===== src/rtl/core/obwa_pkg.sv =====
// shared types and rounding helper for the oriented box to world aabb pipeline
// no dependencies
package obwa_pkg;

  localparam int NumCorners = 8;

  typedef logic signed [31:0] len_t;
  typedef logic signed [15:0] quat_t;
  typedef logic        [30:0] ext_t;
  typedef logic signed [47:0] prod1_t;
  typedef logic signed [35:0] tval_t;
  typedef logic signed [51:0] prod2_t;
  typedef logic signed [40:0] world_t;

  typedef enum logic [1:0] {
    REG_EXT_X = 2'd0,
    REG_EXT_Y = 2'd1,
    REG_EXT_Z = 2'd2
  } reg_idx_t;

  typedef struct packed {
    logic              valid;
    len_t  [2:0]       pos;
    quat_t [3:0]       q;
  } item_t;

  typedef struct packed {
    logic              valid;
    len_t  [2:0]       pos;
    quat_t [3:0]       q;
    tval_t [7:0][3:0]  t;
  } tstage_t;

  typedef struct packed {
    logic              valid;
    world_t [7:0][2:0] w;
  } wstage_t;

  // floor((s + 2^13) / 2^14)
  function automatic logic signed [39:0] rnd14(input logic signed [53:0] s);
    logic signed [53:0] y;
    y = s + 54'sd8192;
    return y[53:14];
  endfunction

endpackage


===== src/rtl/core/obwa_reduce.sv =====
// per-axis min and max over the eight corners, then 32-bit saturation
// depends on obwa_pkg
module obwa_reduce (
  input  logic                   clk,
  input  logic                   rst,
  input  obwa_pkg::wstage_t      in_stage,
  output logic                   out_valid,
  output obwa_pkg::len_t [2:0]   out_low,
  output obwa_pkg::len_t [2:0]   out_high
);

  logic            s_valid;
  obwa_pkg::world_t lo_half [2][3];
  obwa_pkg::world_t hi_half [2][3];

  function automatic obwa_pkg::world_t wmin(input obwa_pkg::world_t x, input obwa_pkg::world_t y);
    return (x < y) ? x : y;
  endfunction

  function automatic obwa_pkg::world_t wmax(input obwa_pkg::world_t x, input obwa_pkg::world_t y);
    return (x > y) ? x : y;
  endfunction

  function automatic obwa_pkg::len_t sat32(input obwa_pkg::world_t x);
    if (x > 41'sd2147483647) begin
      return 32'sh7fffffff;
    end
    if (x < -41'sd2147483648) begin
      return 32'sh80000000;
    end
    return x[31:0];
  endfunction

  // two-level tree over each half of the corners
  always_ff @(posedge clk) begin
    for (int h = 0; h < 2; h++) begin
      for (int a = 0; a < 3; a++) begin
        lo_half[h][a] <= wmin(wmin(in_stage.w[4*h][a],   in_stage.w[4*h+1][a]),
                              wmin(in_stage.w[4*h+2][a], in_stage.w[4*h+3][a]));
        hi_half[h][a] <= wmax(wmax(in_stage.w[4*h][a],   in_stage.w[4*h+1][a]),
                              wmax(in_stage.w[4*h+2][a], in_stage.w[4*h+3][a]));
      end
    end
    if (rst) begin
      s_valid <= 1'b0;
    end else begin
      s_valid <= in_stage.valid;
    end
  end

  always_ff @(posedge clk) begin
    for (int a = 0; a < 3; a++) begin
      out_low[a]  <= sat32(wmin(lo_half[0][a], lo_half[1][a]));
      out_high[a] <= sat32(wmax(hi_half[0][a], hi_half[1][a]));
    end
    if (rst) begin
      out_valid <= 1'b0;
    end else begin
      out_valid <= s_valid;
    end
  end

endmodule


===== config.mk =====
export PLATFORM = sky130hd
export DESIGN_NAME = obwa_reduce
export DESIGN_NICKNAME = d
export VERILOG_FILES = /design/src/rtl/core/obwa_pkg.sv /design/src/rtl/core/obwa_reduce.sv
export SDC_FILE = /design/constraint.sdc
export NUM_CORES = 2
export LEC_CHECK = 0
export ABC_AREA = 0
export BUFFER_PORTS_ARGS = -buffer_cell sky130_fd_sc_hd__buf_4
export CAP_MARGIN = 20
export CORE_AREA = 2 2 460 462
export DETAILED_ROUTE_END_ITERATION = 6
export DIE_AREA = 0 0 462 464
export SLEW_MARGIN = 30
export SYNTH_ARGS = -nofsm -noshare
export SYNTH_HDL_FRONTEND = slang
export SYNTH_SLANG_ARGS = --single-unit

===== constraint.sdc =====
create_clock -name clk -period 12.94 [get_ports clk]
set_clock_uncertainty 0.2 [all_clocks]
set_input_delay 1.294 -clock clk [delete_from_list [all_inputs] [get_ports clk]]
set_output_delay 1.294 -clock clk [all_outputs]
set_load 0.1 [all_outputs]

==> results.py <==
metrics = {
    "cts": {
        "clock_latency_ns": 0.78,
        "postCtsHoldBufs": 0,
        "clock_sinks": 686,
        "clockRootBuffer": "clkbuf_16",
        "h-tree-depth": 3,
        "post_cts_buffers": 0,
        "cts_max_path_buffers": 3,
        "cts_tree": "done",
        "cts_resized": 0,
        "clk_pin_slew_worst_paths_ns": 0.07,
        "cts-buffers-inserted": 91,
    },
    "pwr": {
        "combPwrFrac_pct": 61.2,
        "p_total_mw": 18.84,
        "p_int_mw": 8.743,
        "p_sw_share_pct": 53.60,
        "p_clk_share_pct": 15.3,
        "p_leak_nw": 43.50,
        "power_switching_mw": 10.10,
        "worst_ir_drop_vdd_uv": 295.9,
        "seqPwrFrac_pct": 23.5,
        "powerDensity_nw_per_um2": 232.5,
    },
    "grt": {
        "grt_use_met3_pct": 5.979,
        "grt_usage_pct": 29.29,
        "grt_use_met1_pct": 36.28,
        "grtUsageMet2_pct": 46.92,
        "grt-ovfl-total": 0,
        "grt.busiest_layer": "met2",
        "grt_pass1_vias": 63127,
        "antenna_found_initial": 109,
        "grt_first_pass_wirelength_um": 453700,
        "grt_max_degree": 86,
    },
    "timing": {
        "max_freq_mhz": 112.1,
        "relSlewSlack_pct": 23.90,
        "setup_viol": 0,
        "finalHoldViolCount": 0,
        "tightest_slew_ns": 1.110,
        "period_minus_slack_ns": 8.924,
        "slew_viol_final": 0,
        "setup_tns_ns": 0,
        "min_period_over_period_pct": 68.97,
        "finalWorstSetupSlack_ns": 4.016,
        "rsz0062_at_grt": "no",
    },
    "critical_path": {
        "critical_path.max_fanout": 31,
        "cp.required_ns": 13.42,
        "path_class": "primary input to flop",
        "cp_slowest_cell": "a21oi_4",
        "endpoint_kind": "flop",
        "cp.arrival_ns": 9.41,
        "max_stage_delay_ns": 0.63,
        "startpoint_type": "primary input",
        "crit_path_frequent_cell": "buf_4",
    },
    "min_path": {
        "hold_class": "flop to flop",
    },
    "floorplanning": {
        "pin_count": 1180,
        "die_h_um": 464,
        "start_util_pct": 31.26,
        "dieWidth_um": 462,
        "core-area_um2": 209200,
        "std_cell_rows": 168,
        "dieArea_um2": 214400,
    },
    "final_layout": {
        "fillers": 21324,
        "nets": 11148,
        "syn_to_final_growth_pct": 23.97,
        "finalInstanceArea_um2": 81050,
        "drive_gt1_share_pct": 16.64,
    },
    "routing": {
        "drc": 0,
        "drtIter0Drc": 5398,
        "vias": 64878,
        "routedWlPerCell_um": 27.61,
        "wl_um": 328100,
        "vias_per_cell": 5.460,
        "firstDrtPassIters": 6,
        "final_antenna_net_count": 0,
    },
    "logic_synthesis": {
        "synth_cell_types": 73,
        "yosysSeqAreaShare_pct": 21.01,
        "synthesis.nets": 10125,
        "async_reset_ff_share_pct": 0,
        "synth_edf_count": 0,
        "synth_seq_cells": 686,
        "synth_area_per_cell_um2": 8.258,
        "syn_area_um2": 65380,
        "synth_warnings": 0,
        "ys.flop_type": "dfxtp_1",
        "syn_inst": 7917,
    },
    "placement": {
        "dp_hpwl_um": 283400,
        "place_area_um2": 77530,
        "gp_congestion": 1.031,
        "place_ws_ns": 3.245,
        "port_buffers": 1179,
    },
    "run": {
        "cap_violations": 0,
    },
    "status": {
        "status": "completed",
    },
}
-- area by class of cell --
cell class | instances | area (um^2) | share of cell area, %
multi-input cells | 5700 | 46350 | 57.19
flip-flops and latches | 686 | 13730 | 16.94
repair buffers | 1253 | 9407 | 11.61
inverters | 1208 | 4534 | 5.594
well taps | 2805 | 3510 | 4.330
clock buffers | 110 | 2461 | 3.036
clock inverters | 57 | 894.6 | 1.104
diodes | 64 | 160.2 | 0.1976
-- worst max-delay path, delay by kind of cell --
kind	cells	cell delay [ns]
fa+ha+maj	2	0.59
buf+inv	5	1.58
xor+xnor	1	0.42
simple gates	3	0.39
mux	2	0.63
compound gates	14	4.44
-- final timing paths --
| path | to | depth (start not counted) | startpoint | slack [ns] |
|---|---|---|---|---|
| hold / removal | out_valid$_SDFF_PP0_ | 1 | s_valid$_SDFF_PP0_ | 0.24 |
| hold reg to reg | out_valid$_SDFF_PP0_ | 1 | s_valid$_SDFF_PP0_ | 0.24 |
| setup reg to reg | out_low[84]$_SDFF_PN1_ | 12 | lo_half[0][1]$_DFF_P_ | 7.59 |
| setup / recovery | hi_half[1][48]$_DFF_P_ | 27 | in_stage[913] | 4.02 |
-- synthesized netlist by cell type (9+ instances only) --
| master | n | area [um^2] |
|---|---|---|
| and4_1 | 15 | 131.4 |
| buf_1 | 42 | 157.7 |
| nor3_1 | 64 | 320.3 |
| a311o_1 | 63 | 630.6 |
| nor4_1 | 89 | 556.8 |
| o21ai_1 | 9 | 45.04 |
| or3_1 | 9 | 56.30 |
| a22oi_1 | 41 | 307.8 |
| o211ai_1 | 26 | 195.2 |
| nand2_1 | 183 | 686.9 |
| dfxtp_1 | 686 | 13730 |
| buf_2 | 29 | 145.1 |
| inv_1 | 1208 | 4534 |
| o21a_1 | 41 | 307.8 |
| a221oi_1 | 96 | 840.8 |
| o21ai_0 | 255 | 1276 |
| nor2_1 | 475 | 1783 |
| clkbuf_1 | 242 | 908.4 |
| nor2b_1 | 68 | 425.4 |
| mux2i_1 | 1159 | 11600 |
| nand2b_1 | 43 | 269.0 |
| and3_1 | 69 | 431.7 |
| nand3_1 | 84 | 420.4 |
| a31oi_1 | 20 | 125.1 |
| a211oi_1 | 38 | 285.3 |
| a41oi_1 | 9 | 78.83 |
| a211o_1 | 11 | 96.34 |
| o31ai_1 | 19 | 142.6 |
| a21oi_1 | 919 | 4599 |
| a21o_1 | 300 | 2252 |
| mux2_2 | 9 | 101.4 |
| nand4_1 | 249 | 1558 |
| ha_1 | 1221 | 15280 |
-- routing by layer --
metal,up-vias,share of wire [%]
met5,-,0.074
met4,38,5.8
met3,580,7.8
met2,2712,45
met1,31028,41
li1,30520,-
-- power groups by stage --
stage               Clock, mW  Sequential [mW]  Combinational, mW
floorplan                   0             5.78               5.85
global placement            0             4.44               11.2
detailed placement          0             4.42               11.4
CTS                      2.93             4.40               11.4
global route             3.01             4.45               12.3
finish                   2.88             4.43               11.5
-- cell families after synthesis --
group / synth area share (%)
compound gates: 18.17
buf+inv: 8.926
simple gates: 10.43
fa+ha+maj: 23.37
mux: 17.90
flops: 21.01
xor+xnor: 0.2086
-- layout by cell type, fill, tap and decap left out, types with 9 or more instances in the layout --
cell,Yosys,routed
buf_4,6,1253
ha_1,1221,1220
inv_1,1208,1208
mux2i_1,1159,1153
a21oi_1,919,913
dfxtp_1,686,686
nor2_1,475,475
a21o_1,300,298
o21ai_0,255,255
nand4_1,249,249
nand2_1,183,183
a221oi_1,96,96
clkbuf_16,0,93
nor4_1,89,88
nand3_1,84,84
and3_1,69,68
nor2b_1,68,67
diode_2,0,64
nor3_1,64,63
a311o_1,63,63
nand2b_1,43,43
o21a_1,41,41
a22oi_1,41,41
a211oi_1,38,38
o211ai_1,26,26
clkinv_2,0,17
bufinv_16,0,17
and4_1,15,15
o31ai_1,19,14
a31oi_1,20,14
a211o_1,11,10
clkbuf_1,242,10
or3_1,9,9
or2_2,8,9
mux2_2,9,9
-- through the flow --
step                      hold WS (ns)  utilization [%]  cells
after floorplan                 0.2138                -   7917
after global placement          0.2341            37.06  11652
after detailed placement        0.2301            37.07  11652
after CTS                       0.2441            38.67  11819
after global routing            0.2705            38.73  11865
final                           0.2417            38.75  11883
-- sequential cells by signal, indices dropped and copies added (netlist names) --
register,cells
out_valid,1
hi_half,246
out_high,96
s_valid,1
out_low,96
lo_half,246
(Power assumes the default switching activity.)
